===== src/imu_tilt_complementary_filter_core_defines.svh =====
// ----------------------------------------------------------------------------
// Tilt filter assertion macros
// Shared concurrent assertion forms for the tilt filter RTL.
// ----------------------------------------------------------------------------
`ifndef IMU_TILT_COMPLEMENTARY_FILTER_CORE_DEFINES_SVH
`define IMU_TILT_COMPLEMENTARY_FILTER_CORE_DEFINES_SVH

// Same-cycle implication, disabled while reset is high
`define ITCF_ASSERT_IMP(label, clk, rst, ante, cons, msg) \
  label: assert property (@(posedge clk) disable iff (rst) (ante) |-> (cons)) \
    else $error(msg);

// Next-cycle implication, disabled while reset is high
`define ITCF_ASSERT_NXT(label, clk, rst, ante, cons, msg) \
  label: assert property (@(posedge clk) disable iff (rst) (ante) |=> (cons)) \
    else $error(msg);

`endif


===== src/itcf_pkg.sv =====
// ----------------------------------------------------------------------------
// Tilt filter package
// Widths, register codes, status types and the arctangent table.
// ----------------------------------------------------------------------------
`default_nettype none

package itcf_pkg;

  // Tuning constants
  localparam int CORDIC_STEPS    = 16;
  localparam int ANGLE_FRAC_BITS = 16;

  // Field widths
  localparam int IN_W       = 16;
  localparam int ANG_W      = 26;
  localparam int GAIN_W     = 24;
  localparam int WEIGHT_W   = 17;
  localparam int CFG_IDX_W  = 2;
  localparam int CFG_DATA_W = 24;

  // Register indexes and reset values
  localparam logic [CFG_IDX_W-1:0] REG_GYRO_STEP_GAIN = 2'd0;
  localparam logic [CFG_IDX_W-1:0] REG_GYRO_WEIGHT    = 2'd1;
  localparam logic [GAIN_W-1:0]    GAIN_RESET         = 24'd327860;
  localparam logic [WEIGHT_W-1:0]  WEIGHT_RESET       = 17'd64225;
  localparam logic [WEIGHT_W-1:0]  WEIGHT_ONE         = 17'h10000;

  // Arctangent table and CORDIC sizing
  localparam int TABLE_LEN  = 24;
  localparam int TABLE_FRAC = 24;
  localparam int GUARD      = 6;
  localparam int CORD_ITERS = (CORDIC_STEPS < TABLE_LEN) ? CORDIC_STEPS : TABLE_LEN;
  localparam int TAB_IW     = $clog2(TABLE_LEN);

  // Square root sizing: radicand is the sum of squares scaled by 2^16
  localparam int SQ_W    = 2 * IN_W;
  localparam int RAD_SH  = 16;
  localparam int SQ_IN_W = SQ_W + RAD_SH;
  localparam int ROOT_W  = SQ_IN_W / 2;
  localparam int SQ_CYC  = ROOT_W / 2;

  // CORDIC datapath widths
  localparam int NUM_SH = 8 + GUARD;
  localparam int X_W    = ROOT_W + GUARD + 4;
  localparam int Z_W    = 33;
  localparam int RND_SH = TABLE_FRAC - ANGLE_FRAC_BITS;
  localparam int ACC_W  = Z_W - RND_SH + 1;

  // Gyro increment and blend widths
  localparam int GS       = 32 - ANGLE_FRAC_BITS;
  localparam int INC_W    = IN_W + GAIN_W + 2 - GS;
  localparam int PRED_W   = ((ANG_W > INC_W) ? ANG_W : INC_W) + 1;
  localparam int MA_W     = (PRED_W > ACC_W) ? PRED_W : ACC_W;
  localparam int MB_W     = GAIN_W + 1;
  localparam int PROD_W   = MA_W + MB_W;
  localparam int SUM_W    = PROD_W + 1;
  localparam int BLEND_SH = 16;

  // Control into and status out of the angle unit
  typedef struct packed {
    logic start;
  } ang_ctl_t;

  typedef struct packed {
    logic busy;
    logic done;
  } ang_sts_t;

  // atan(2^-i) in degrees, Q.24
  function automatic logic [Z_W-1:0] atan_tab(input logic [TAB_IW-1:0] idx);
    logic [Z_W-1:0] v;
    unique case (idx)
      5'd0:    v = Z_W'(754974720);
      5'd1:    v = Z_W'(445687602);
      5'd2:    v = Z_W'(235489088);
      5'd3:    v = Z_W'(119537938);
      5'd4:    v = Z_W'(60000934);
      5'd5:    v = Z_W'(30029717);
      5'd6:    v = Z_W'(15018523);
      5'd7:    v = Z_W'(7509720);
      5'd8:    v = Z_W'(3754917);
      5'd9:    v = Z_W'(1877466);
      5'd10:   v = Z_W'(938734);
      5'd11:   v = Z_W'(469367);
      5'd12:   v = Z_W'(234684);
      5'd13:   v = Z_W'(117342);
      5'd14:   v = Z_W'(58671);
      5'd15:   v = Z_W'(29335);
      5'd16:   v = Z_W'(14668);
      5'd17:   v = Z_W'(7334);
      5'd18:   v = Z_W'(3667);
      5'd19:   v = Z_W'(1833);
      5'd20:   v = Z_W'(917);
      5'd21:   v = Z_W'(458);
      5'd22:   v = Z_W'(229);
      5'd23:   v = Z_W'(115);
      default: v = '0;
    endcase
    return v;
  endfunction

endpackage

`default_nettype wire


===== src/itcf_angle.sv =====
// ----------------------------------------------------------------------------
// Tilt filter angle unit
// Integer square root (two bits a cycle) then CORDIC vectoring, one step a
// cycle, giving atan2(num, sqrt(radicand) / 256) in degrees.
// ----------------------------------------------------------------------------
`default_nettype none

module itcf_angle (
  input  logic                                clk,
  input  logic                                rst,
  input  itcf_pkg::ang_ctl_t                  ctl,
  input  logic [itcf_pkg::SQ_IN_W-1:0]        radicand,
  input  logic signed [itcf_pkg::IN_W-1:0]    num,
  output itcf_pkg::ang_sts_t                  sts,
  output logic signed [itcf_pkg::ACC_W-1:0]   angle
);
  import itcf_pkg::*;

  localparam int CNT_W = ($clog2(SQ_CYC) > TAB_IW) ? $clog2(SQ_CYC) : TAB_IW;
  localparam logic [CNT_W-1:0] SQ_LAST   = CNT_W'(SQ_CYC - 1);
  localparam logic [CNT_W-1:0] CORD_LAST = CNT_W'(CORD_ITERS - 1);
  localparam logic signed [Z_W-1:0] Z_HALF = Z_W'(2 ** (RND_SH - 1));

  localparam logic [1:0] U_IDLE = 2'd0;
  localparam logic [1:0] U_SQRT = 2'd1;
  localparam logic [1:0] U_CORD = 2'd2;
  localparam logic [1:0] U_RND  = 2'd3;

  logic [1:0]             state;
  logic [CNT_W-1:0]       cnt;
  logic                   done;
  logic [SQ_IN_W-1:0]     rad;
  logic [ROOT_W+1:0]      rem;
  logic [ROOT_W-1:0]      root;
  logic signed [IN_W-1:0] num_q;
  logic signed [X_W-1:0]  x;
  logic signed [X_W-1:0]  y;
  logic signed [Z_W-1:0]  z;
  logic                   zero_vec;

  logic [SQ_IN_W-1:0]     rad_a;
  logic [ROOT_W+1:0]      rem_a;
  logic [ROOT_W-1:0]      root_a;
  logic [ROOT_W+4:0]      trial;
  logic [TAB_IW-1:0]      sh;
  logic signed [X_W-1:0]  xs;
  logic signed [X_W-1:0]  ys;
  logic signed [X_W-1:0]  x_n;
  logic signed [X_W-1:0]  y_n;
  logic signed [Z_W-1:0]  z_n;
  logic signed [Z_W-1:0]  tab;
  logic signed [Z_W-1:0]  z_rnd;
  logic signed [Z_W-1:0]  z_sh;

  // Restoring square root: consume two radicand bit pairs per cycle
  always_comb begin
    rem_a  = rem;
    root_a = root;
    rad_a  = rad;
    trial  = '0;
    for (int k = 0; k < 2; k++) begin
      trial = {1'b0, rem_a, rad_a[SQ_IN_W-1 -: 2]} - {3'b000, root_a, 2'b01};
      if (!trial[ROOT_W+4]) begin
        rem_a  = trial[ROOT_W+1:0];
        root_a = {root_a[ROOT_W-2:0], 1'b1};
      end else begin
        rem_a  = {rem_a[ROOT_W-1:0], rad_a[SQ_IN_W-1 -: 2]};
        root_a = {root_a[ROOT_W-2:0], 1'b0};
      end
      rad_a = {rad_a[SQ_IN_W-3:0], 2'b00};
    end
  end

  // CORDIC vectoring step: rotate toward y = 0
  always_comb begin
    sh  = cnt[TAB_IW-1:0];
    tab = $signed(atan_tab(sh));
    xs  = x >>> sh;
    ys  = y >>> sh;
    if (!y[X_W-1]) begin
      x_n = x + ys;
      y_n = y - xs;
      z_n = z + tab;
    end else begin
      x_n = x - ys;
      y_n = y + xs;
      z_n = z - tab;
    end
    z_rnd = z + Z_HALF;
    z_sh  = z_rnd >>> RND_SH;
  end

  // Sequence square root, rotations and final rounding
  always_ff @(posedge clk) begin
    if (rst) begin
      state <= U_IDLE;
      done  <= 1'b0;
      cnt   <= '0;
    end else begin
      done <= 1'b0;
      unique case (state)
        U_IDLE: begin
          if (ctl.start) begin
            rad   <= radicand;
            num_q <= num;
            rem   <= '0;
            root  <= '0;
            cnt   <= '0;
            state <= U_SQRT;
          end
        end
        U_SQRT: begin
          rad  <= rad_a;
          rem  <= rem_a;
          root <= root_a;
          cnt  <= cnt + 1'b1;
          if (cnt == SQ_LAST) begin
            x        <= $signed({{(X_W-ROOT_W-GUARD){1'b0}}, root_a, {GUARD{1'b0}}});
            y        <= $signed({{(X_W-IN_W-NUM_SH){num_q[IN_W-1]}}, num_q,
                                 {NUM_SH{1'b0}}});
            z        <= '0;
            zero_vec <= (root_a == '0) && (num_q == '0);
            cnt      <= '0;
            state    <= U_CORD;
          end
        end
        U_CORD: begin
          x   <= x_n;
          y   <= y_n;
          z   <= z_n;
          cnt <= cnt + 1'b1;
          if (cnt == CORD_LAST) begin
            cnt   <= '0;
            state <= U_RND;
          end
        end
        U_RND: begin
          angle <= zero_vec ? '0 : z_sh[ACC_W-1:0];
          done  <= 1'b1;
          state <= U_IDLE;
        end
        default: state <= U_IDLE;
      endcase
    end
  end

  assign sts.busy = (state != U_IDLE);
  assign sts.done = done;

endmodule

`default_nettype wire


===== config.mk =====
export PLATFORM = sky130hd
export DESIGN_NAME = itcf_angle
export DESIGN_NICKNAME = d
export VERILOG_FILES = /design/src/imu_tilt_complementary_filter_core_defines.svh /design/src/itcf_pkg.sv /design/src/itcf_angle.sv
export SDC_FILE = /design/constraint.sdc
export NUM_CORES = 1
export LEC_CHECK = 0
export BUFFER_PORTS_ARGS = -buffer_cell sky130_fd_sc_hd__buf_2
export CAP_MARGIN = 20
export CORE_MARGIN = 2
export CORE_UTILIZATION = 50
export CTS_CLUSTER_SIZE = 8
export DETAILED_ROUTE_END_ITERATION = 10
export HOLD_SLACK_MARGIN = 0.08
export PLACE_DENSITY = 0.72
export RECOVER_POWER = 25
export SETUP_SLACK_MARGIN = 0.05
export SLEW_MARGIN = 30
export SYNTH_ARGS = -nofsm -noshare
export SYNTH_HDL_FRONTEND = slang
export SYNTH_SLANG_ARGS = --single-unit

===== constraint.sdc =====
create_clock -name clk -period 20.9 [get_ports clk]
set_input_delay 6.27 -clock clk [delete_from_list [all_inputs] [get_ports clk]]
set_output_delay 6.27 -clock clk [all_outputs]
set_load 0.005 [all_outputs]

==> run summary, run 1 <==
CTS clk-pin slew, worst paths: 50 ps
Tot Pwr: 3862 µW
Area delta synth->final: 8.391%
Met1 wire length: 30200 µm
Final setup violation count: 0
Synth cell types: 96
HP Class: reg2reg
Pwr dens: 140.4 nW/µm²
Max Freq: 95.23 MHz
Synth Flop Type: edfxtp_1
DRC viols: 0
DRT antenna net count: 0
Rows: 82
Initial Util: 50.59%
Post-Synth XOR/XNOR Area: 7.523%
Hold_buf cts: 0
Worst VDD drop: 0.1673 mV
Max Cap Viol: 7
Simple-Gate Fraction of Synth Area: 15.47%
Final WL: 69260 µm
Clk buf depth: 3
CTS tree: built
Share of the synthesized area in the top cell type: 28.52%
Layout fillers: 4454
Largest cells by area after synthesis: edfxtp_1, mux4_2, ha_1
Sequential element share of the synthesized area: 31.51%
Area of the multi-input gates: 16420 µm²
Grt ovf: 0
Status: finished with violations
Reg area: 8001 µm²
Crit path required time: 21210 ps
Starting DRT DRC Count: 1769
Setup Skew: 29.23 ps
DR vias/cell: 6.289
Slowest cell on crit path: clkbuf_1
WL met2: 31950 µm
Critical path cell sequence: clkbuf_1 -> mux4_2 -> mux4_2 -> mux2i_1 -> o221a_2 -> and4bb_1 -> or3b_1 -> nor3_1 -> a31o_1 -> xnor2_1 -> nor2_1 -> a31oi_1 -> ha_1 -> a21o_1 -> a21o_1 -> a21oi_1 -> o21ai_0 -> a31oi_1 -> o21ai_0 -> o221ai_1 -> o21ai_0 -> xnor2_1 -> a21o_1
Vias in the first global route: 20660
TNS Setup: 0 ps
RSZ-0062 raised after global routing: false
CP max FO: 36
First-pass DRT Iterations: 7
Ys async rst share: 0%
Syn. warnings: 0
Nets: 2945
Dpl hpwl: 51420 µm
Global-route usage over all layers: 26.03%
Period minus WS final: 10500 ps
Post-CTS Setup Bufs: 0
Ant diodes: 0
Compound-Gate Fraction of Synth Area: 17.98%
Rel. slew slack: -100.9%
Critical path class: reg2reg
Main combinational cell family by area after synthesis: compound AO/OA/AOI/OAI gates
Worst slack, placed: 11190 ps
Adder-Cell Fraction of Synth Area: 8.420%
Worst r2r dst: y[33]
Initial antenna violation count: 0
Core ar.: 50170 µm²
Post-synthesis cell count: 2676
Setup slack, reg-to-reg: 10400 ps
First-pass GRT wire length: 111000 µm
PostCTS Resize Cnt: 0
Setup WS post-layout: 10400 ps
Worst-margin pin slew: 3014 ps
RePlAce Congestion: 0.9786
Delay-heaviest family, CP: compound AO/OA/AOI/OAI gates
# placed instances: 3336
Max-slew violation count: 328
Clock Tree Root: clkbuf_16
Clk sink count: 279
Non-filler cells, final: 3409
Yosys top cell by area: edfxtp_1
Die ar.: 52580 µm²
H-tree levels: 2
Hold path cells: 2
Met3 WL: 4717 µm
EDFF count, synth: 241
Synthesized flop and latch total: 279
Clock Latency Late Sink: 580 ps
Buffers & Inverters on Critical Path: 1
Period utilization: 50.24%
FF-to-FF path depth: 23
Max stage delay on crit path: 1990 ps
Worst Hold End: state[1]
Final hold vios: 0
Largest net degree at the start of global routing: 79
CP arrival: 10810 ps
Multiplexer area fraction after synthesis: 15.11%
Violated checks: max-capacitance violations, max-slew violations
Port-buffer cells: 94
Share of layout cells above drive strength 1: 13.70%
CTS Buf Count: 41
Top sig layer: met4
Leak: 0.01052 µW
Boundary pin count: 95
Crit. End Element: flip-flop
Syn Area/Cell: 9.484 µm²
Cell Area, Synth: 25380 µm²
Worst reg2reg startpoint: cnt[0]
Via count: 21440
Crit start category: flip-flop
DIE HEIGHT: 229.3 µm
WL/cell: 20.32 µm
Die Width: 229.3 µm
Worst hold start: state[1]
Post-synth net total: 2912
layout make-up:
cell class / instances / area share [%]
multi-input cells: 2152 / 59.67
clock inverters: 5 / 0.1728
repair buffers: 117 / 2.251
inverters: 118 / 1.610
clock buffers: 66 / 4.148
flip-flops and latches: 279 / 29.09
well taps: 672 / 3.056
worst min-delay path, stage by stage, from the launching register on:
cell and delay (ps):
dfxtp_1 330, nand2_1 60, a21oi_1 70
worst max-delay path by stage:
stage	start	to	slack, ps	cells after the start
3_3_place_gp	ctl	tab[5]	11200	10
4_1_cts	ctl	tab[5]	11780	10
5_1_grt	cnt[0]	y[33]	9470	23
6_report	cnt[0]	y[33]	10400	23
3_5_place_dp	ctl	tab[5]	11190	10
2_1_floorplan	rst	rad[0]	8890	3
synthesized netlist by cell type, drive strengths merged, types with 6 or more instances:
| library cell | number |
|---|---|
| a211o | 6 |
| a211oi | 19 |
| a21boi | 15 |
| a21o | 80 |
| a21oi | 207 |
| a221oi | 7 |
| a31oi | 39 |
| and2 | 41 |
| and3 | 27 |
| buf | 50 |
| clkbuf | 77 |
| dfxtp | 38 |
| edfxtp | 241 |
| ha | 166 |
| inv | 114 |
| mux2 | 85 |
| mux2i | 58 |
| mux4 | 102 |
| nand2 | 186 |
| nand2b | 29 |
| nand3 | 51 |
| nand4 | 20 |
| nor2 | 249 |
| nor2b | 44 |
| nor3 | 64 |
| nor3b | 10 |
| nor4 | 26 |
| o211ai | 28 |
| o21a | 29 |
| o21ai | 170 |
| o21bai | 25 |
| o221ai | 7 |
| o22ai | 9 |
| o31a | 6 |
| o31ai | 20 |
| o41ai | 9 |
| or2 | 8 |
| or3 | 19 |
| xnor2 | 130 |
| xor2 | 88 |
cells by family after synthesis:
family | after synthesis
flops | 279
mux | 245
fa+ha+maj | 169
compound gates | 722
simple gates | 798
buf+inv | 245
xor+xnor | 218
placed cells by master, fill, tap and decap left out, types with 28 or more instances in the layout:
cell       count
a21o_1        80
a21oi_1      204
a31oi_1       39
and2_1        34
buf_2         93
clkbuf_1      32
clkbuf_16     42
dfxtp_1       35
edfxtp_1     241
ha_1         166
inv_1        110
mux2_2        83
mux2i_1       58
mux4_2       102
nand2_1      184
nand2b_1      29
nand3_1       51
nor2_1       248
nor2b_1       42
nor3_1        62
o211ai_1      28
o21a_1        29
o21ai_0      157
xnor2_1      130
xor2_1        88
metal layers:
| metal | track usage (%) | vias to the layer above |
|---|---|---|
| li1 | - | 10080 |
| met1 | 35.35 | 10440 |
| met2 | 41.85 | 785 |
| met3 | 4.631 | 134 |
| met4 | 9.253 | 0 |
| met5 | 0 | - |
power by group:
group | internal [µW] | total, µW | switching (µW) | leakage [µW]
Clock | 372 | 628 | 257 | 0.000567
Sequential | 757 | 831 | 74.2 | 0.00255
Combinational | 1030 | 2400 | 1380 | 0.00740
Total | 2150 | 3860 | 1710 | 0.0105
flip-flops by register name, indices dropped and copies added (netlist names):
register  cells
rem          26
num_q        16
y            34
x            34
zero_vec      1
root         24
rad          48
cnt           5
z            33
tab          30
state         2
done          1
angle        25
per-stage QoR:
stage,area [µm²],hold WS (ps),util [%]
after floorplan,25380,469.2,-
after global placement,26330,497.2,52.48
after detailed placement,26340,515.3,52.49
after CTS,27520,523.2,54.86
after global routing,27510,537.7,54.83
final,27510,516.4,54.83
Note: power is estimated with default switching activity, not from simulation.
==> run 2: changes to the inputs <==
==> constraint.sdc (replaced) <==
create_clock -name clk -period 10.9 [get_ports clk]
set_input_delay 3.27 -clock clk [delete_from_list [all_inputs] [get_ports clk]]
set_output_delay 3.27 -clock clk [all_outputs]
set_load 0.005 [all_outputs]
==> run 2 against run 1 <==
Against the previous run:
- the flow still finishes with violations (max-capacitance violations, max-slew violations)
- global-route usage grew 0.62 points
- die area is the same
- utilization grew 0.060 points
- cell count is essentially flat
- critical endpoint is now x[29]
- largest power group unchanged
- highest routed layer unchanged
==> run summary, run 2 (synthesis results as in run 1) <==
Status: finished with violations
Violated checks: max-capacitance violations, max-slew violations
Period minus WS final: 8547 ps
HP Class: reg2reg
WL/cell: 20.98 µm
Gr busiest metal: met2
First-pass DRT Iterations: 6
Largest net degree at the start of global routing: 79
Post-CTS Setup Bufs: 0
Setup Skew: 31.60 ps
Leak: 0.01054 µW
Commonest non-fill, non-tap cell in the layout: nor2_1
CTS clk-pin slew, worst paths: 60 ps
Worst-margin pin slew: 3155 ps
Final WL: 71490 µm
M1 GR Usage: 36.10%
Final setup violation count: 0
GRT met2 Usage: 43.76%
Max Cap Viol: 3
Delay-heaviest family, CP: buffers and inverters
Max Freq: 117.0 MHz
CP max FO: 55
Crit. End Element: flip-flop
Most frequent cells in the layout: nor2_1, edfxtp_1, a21oi_1
Area delta synth->final: 8.509%
Worst slack, placed: 3696 ps
Buffers & Inverters on Critical Path: 4
Critical path class: reg2reg
First-pass GRT wire length: 112700 µm
Port-buffer cells: 94
Worst reg2reg startpoint: y[33]
Grt ovf: 0
FF-to-FF path depth: 21
CTS Buf Count: 41
Final hold vios: 0
Nets: 2946
Worst r2r dst: x[29]
Clock Tree Root: clkbuf_16
Die ar.: 52580 µm²
Dpl hpwl: 52810 µm
Share of layout cells above drive strength 1: 13.71%
CTS tree: built
Biggest register: rad
Die Width: 229.3 µm
Ant diodes: 0
H-tree levels: 2
Initial Util: 50.59%
Hold path cells: 2
Number of flip-flops in the largest register: 48
DIE HEIGHT: 229.3 µm
Reg area: 8005 µm²
Core ar.: 50170 µm²
Layout fillers: 4417
DR vias/cell: 6.314
Clk sink count: 279
Crit start category: flip-flop
Clk buf depth: 3
Rel. slew slack: -110.4%
Crit path required time: 11180 ps
TNS Setup: 0 ps
M3 GR Usage: 4.258%
Hold_buf cts: 0
DRC viols: 0
Pwr dens: 270.4 nW/µm²
Boundary pin count: 95
Worst hold start: state[1]
Max stage delay on crit path: 1740 ps
Via count: 21510
Global-route usage over all layers: 26.65%
Largest registers: rad: 48 flops, x: 34 flops, y: 34 flops
Critical path cell sequence: clkbuf_1 -> buf_4 -> clkinv_1 -> clkbuf_1 -> mux4_2 -> o211a_1 -> nand4b_1 -> o21ai_0 -> xor2_1 -> ha_1 -> a21o_1 -> a21o_1 -> a21o_1 -> a21oi_1 -> o21ai_0 -> or3b_2 -> o21ai_0 -> o211ai_1 -> a211oi_1 -> xor2_1 -> mux2i_1
Period utilization: 78.42%
CP arrival: 8830 ps
DRT antenna net count: 0
Worst Hold End: state[1]
Setup WS post-layout: 2353 ps
PostCTS Resize Cnt: 0
RSZ-0062 raised after global routing: false
Tot Pwr: 7447 µW
Clock Latency Late Sink: 590 ps
RePlAce Congestion: 0.9600
Vias in the first global route: 20670
Starting DRT DRC Count: 2087
Slowest cell on crit path: clkbuf_1
Setup slack, reg-to-reg: 2350 ps
Initial antenna violation count: 0
Area of the multi-input gates: 16400 µm²
Rows: 82
Max-slew violation count: 146
Worst VDD drop: 0.4323 mV
==> run 2: cell count changes in the layout (fill, tap and decap cells not counted), sizes merged <==
cell / delta
buf: +4
inv: -1
clkbuf: -5
==> run 2: area by class of cell <==
type,count,area share [%]
Clock buffer,64,4.116
Clock inverter,4,0.1681
Inverter,118,1.608
Multi-Input combinational cell,2152,59.55
Sequential cell,279,29.07
Tap cell,672,3.053
Timing Repair Buffer,118,2.435
==> run 2: tightest hold or removal path: stages (launching register included) <==
cell	delay, ps
dfxtp_1	350
nand2_1	70
a21oi_1	60
==> run 2: routing by layer <==
layer | wire, µm | share of wire, %
met4 | 1943 | 2.7
met1 | 30540 | 43
met2 | 33690 | 47
met3 | 5320 | 7.4
met5 | 0 | 0
==> run 2: worst max-delay path by stage <==
| stage | start | end | cells past startpoint |
|---|---|---|---|
| after detailed placement | cnt[0] | y[33] | 23 |
| final | y[33] | x[29] | 21 |
| after global placement | cnt[0] | y[33] | 23 |
| after CTS | cnt[0] | y[33] | 23 |
| after floorplan | rst | rad[0] | 3 |
| after global routing | y[33] | x[29] | 24 |
==> run 2: metrics by stage <==
step	util, %	hold WS [ps]	instances	instance area, µm²
final	54.89	527.7	3407	27540
after global routing	54.89	535.7	3407	27540
after CTS	54.90	522.6	3406	27540
after detailed placement	52.54	514.3	3338	26360
after global placement	52.50	495.5	3337	26340
after floorplan	-	469.2	2676	25380
==> run 2: power by group <==
group          leakage, µW  switching, µW  total (µW)  internal [µW]
sequential         0.00255            148        1600           1450
clock             0.000568            492        1200            711
combinational      0.00743           2670        4640           1980
==> run 3: changes to the inputs <==
==> constraint.sdc (replaced) <==
create_clock -name clk -period 8.95 [get_ports clk]
set_input_delay 2.685 -clock clk [delete_from_list [all_inputs] [get_ports clk]]
set_output_delay 2.685 -clock clk [all_outputs]
set_load 0.005 [all_outputs]
==> run 3 against run 2 <==
Against the previous run:
- the flow still finishes with violations (max-capacitance violations, max-slew violations)
- worst setup slack got worse by 1200 ps
- first-iteration DRC count decreased by 9.4%
- power grew 22%
- flip-flop and latch count did not move
- hold slack better by 9.2 ps
- critical endpoint unchanged
==> run summary, run 3 (synthesis results as in run 1) <==
Status: finished with violations
Violated checks: max-capacitance violations, max-slew violations
Global-route usage over all layers: 26.46%
FF-to-FF path depth: 20
Critical path class: reg2reg
DIE HEIGHT: 229.3 µm
RePlAce Congestion: 0.9771
DR vias/cell: 6.336
Ant diodes: 0
Layout fillers: 4385
Hold_buf cts: 0
Worst slack, placed: 1799 ps
WL/cell: 20.75 µm
Max stage delay on crit path: 1730 ps
Most used cell, CP: o21ai_0
Setup Skew: 28.58 ps
Initial Util: 50.59%
Biggest register: rad
First-pass GRT wire length: 112300 µm
Worst hold start: rad[5]
Port-buffer cells: 94
Clk sink count: 279
Max-slew violation count: 131
Most frequent cells in the layout: nor2_1, edfxtp_1, a21oi_1
Initial antenna violation count: 0
Period minus WS final: 7751 ps
Worst Hold End: rad[9]
Leak: 0.01057 µW
Hold path cells: 1
Final hold vios: 0
DRT antenna net count: 0
PostCTS Resize Cnt: 0
Slowest cell on crit path: clkbuf_1
Pwr dens: 328.5 nW/µm²
RSZ-0062 raised after global routing: false
Final setup violation count: 0
Clock Tree Root: clkbuf_16
Clk buf depth: 3
Period utilization: 86.60%
Met3 WL: 5062 µm
Setup WS post-layout: 1199 ps
CP arrival: 8040 ps
Final WL: 70900 µm
Largest registers: rad: 48 flops, x: 34 flops, y: 34 flops
Worst-margin pin slew: 3131 ps
HP Class: reg2reg
Max Cap Viol: 2
Clock Latency Late Sink: 570 ps
DRC viols: 0
Starting DRT DRC Count: 1891
Top sig layer: met4
Number of flip-flops in the largest register: 48
WL met2: 32700 µm
Buffers & Inverters on Critical Path: 1
Fin util: 54.99%
Dpl hpwl: 53260 µm
Worst VDD drop: 0.3440 mV
Crit. End Element: flip-flop
Core ar.: 50170 µm²
Worst r2r dst: x[29]
Largest net degree at the start of global routing: 79
Area delta synth->final: 8.701%
Rel. slew slack: -108.7%
Setup slack, reg-to-reg: 1200 ps
Via count: 21650
Nets: 2951
Post-CTS Setup Bufs: 0
Crit start category: flip-flop
CP max FO: 51
Commonest non-fill, non-tap cell in the layout: nor2_1
CTS tree: built
Met1 wire length: 30710 µm
CTS Buf Count: 41
Rows: 82
Design Area, Final: 27590 µm²
Crit path required time: 9240 ps
Die ar.: 52580 µm²
Crit path from: y[33]
Worst reg2reg startpoint: y[33]
Placed Area: 26380 µm²
TNS Setup: 0 ps
Max Freq: 129.0 MHz
Vias in the first global route: 20450
H-tree levels: 2
Die Width: 229.3 µm
CTS clk-pin slew, worst paths: 50 ps
Share of layout cells above drive strength 1: 13.88%
First-pass DRT Iterations: 8
Critical path cell sequence: clkbuf_1 -> nand2b_1 -> o21ai_0 -> mux4_2 -> a31oi_1 -> nand4b_1 -> o21ai_0 -> xor2_1 -> ha_1 -> a21o_1 -> a21o_1 -> a21o_1 -> a21oi_1 -> o21ai_0 -> or3b_2 -> o21ai_0 -> o211ai_1 -> a211oi_1 -> xor2_1 -> mux2i_1
Boundary pin count: 95
Delay-heaviest family, CP: compound AO/OA/AOI/OAI gates
Non-filler cells, final: 3416
Grt ovf: 0
# placed instances: 3342
==> run 3: worst max-delay path by stage <==
| stage | to | slack (ps) | cells past startpoint |
|---|---|---|---|
| 3_5_place_dp | y[33] | 1800 | 22 |
| 2_1_floorplan | rad[0] | 530 | 3 |
| 6_report | x[29] | 1200 | 20 |
| 3_3_place_gp | x[29] | 2030 | 21 |
| 4_1_cts | y[33] | 1760 | 22 |
| 5_1_grt | x[29] | 720 | 20 |
==> run 3: worst reg2reg max path, stage by stage (launching register included) <==
cell and delay [ps]:
edfxtp_1 860, clkbuf_1 1730, nand2b_1 320, o21ai_0 100
mux4_2 620, a31oi_1 380, nand4b_1 250, o21ai_0 140
xor2_1 180, ha_1 370, a21o_1 200, a21o_1 160
a21o_1 190, a21oi_1 140, o21ai_0 180, or3b_2 520
o21ai_0 270, o211ai_1 240, a211oi_1 320, xor2_1 190
mux2i_1 90
==> run 3: metrics by stage <==
step	hold WS [ps]	total power, µW
4_1_cts	541.1	9013
3_3_place_gp	488.1	7358
3_5_place_dp	531.6	7508
5_1_grt	557.5	9765
6_report	536.9	9062
2_1_floorplan	469.2	6318
==> run 3: area by class of cell <==
cell class / count / area, µm² / share of cell area, %
clock buffer: 68 / 1149 / 4.163
clock inverter: 4 / 48.80 / 0.1769
inverter: 118 / 445.4 / 1.615
multi-input combinational: 2152 / 16400 / 59.44
sequential: 279 / 8005 / 29.02
tap: 672 / 840.8 / 3.048
timing repair buffer: 123 / 699.4 / 2.535
==> run 3: report_power, final <==
group | internal, µW | total [µW] | switching, µW
clock | 872 | 1460 | 589
combinational | 2420 | 5650 | 3240
sequential | 1770 | 1950 | 181
total | 5060 | 9060 | 4010
==> run 3: routing by layer <==
layer	vias up	track usage, %
met5	-	0
met4	0	9.050
met3	134	3.934
met2	863	42.56
met1	10540	36.55
li1	10110	-
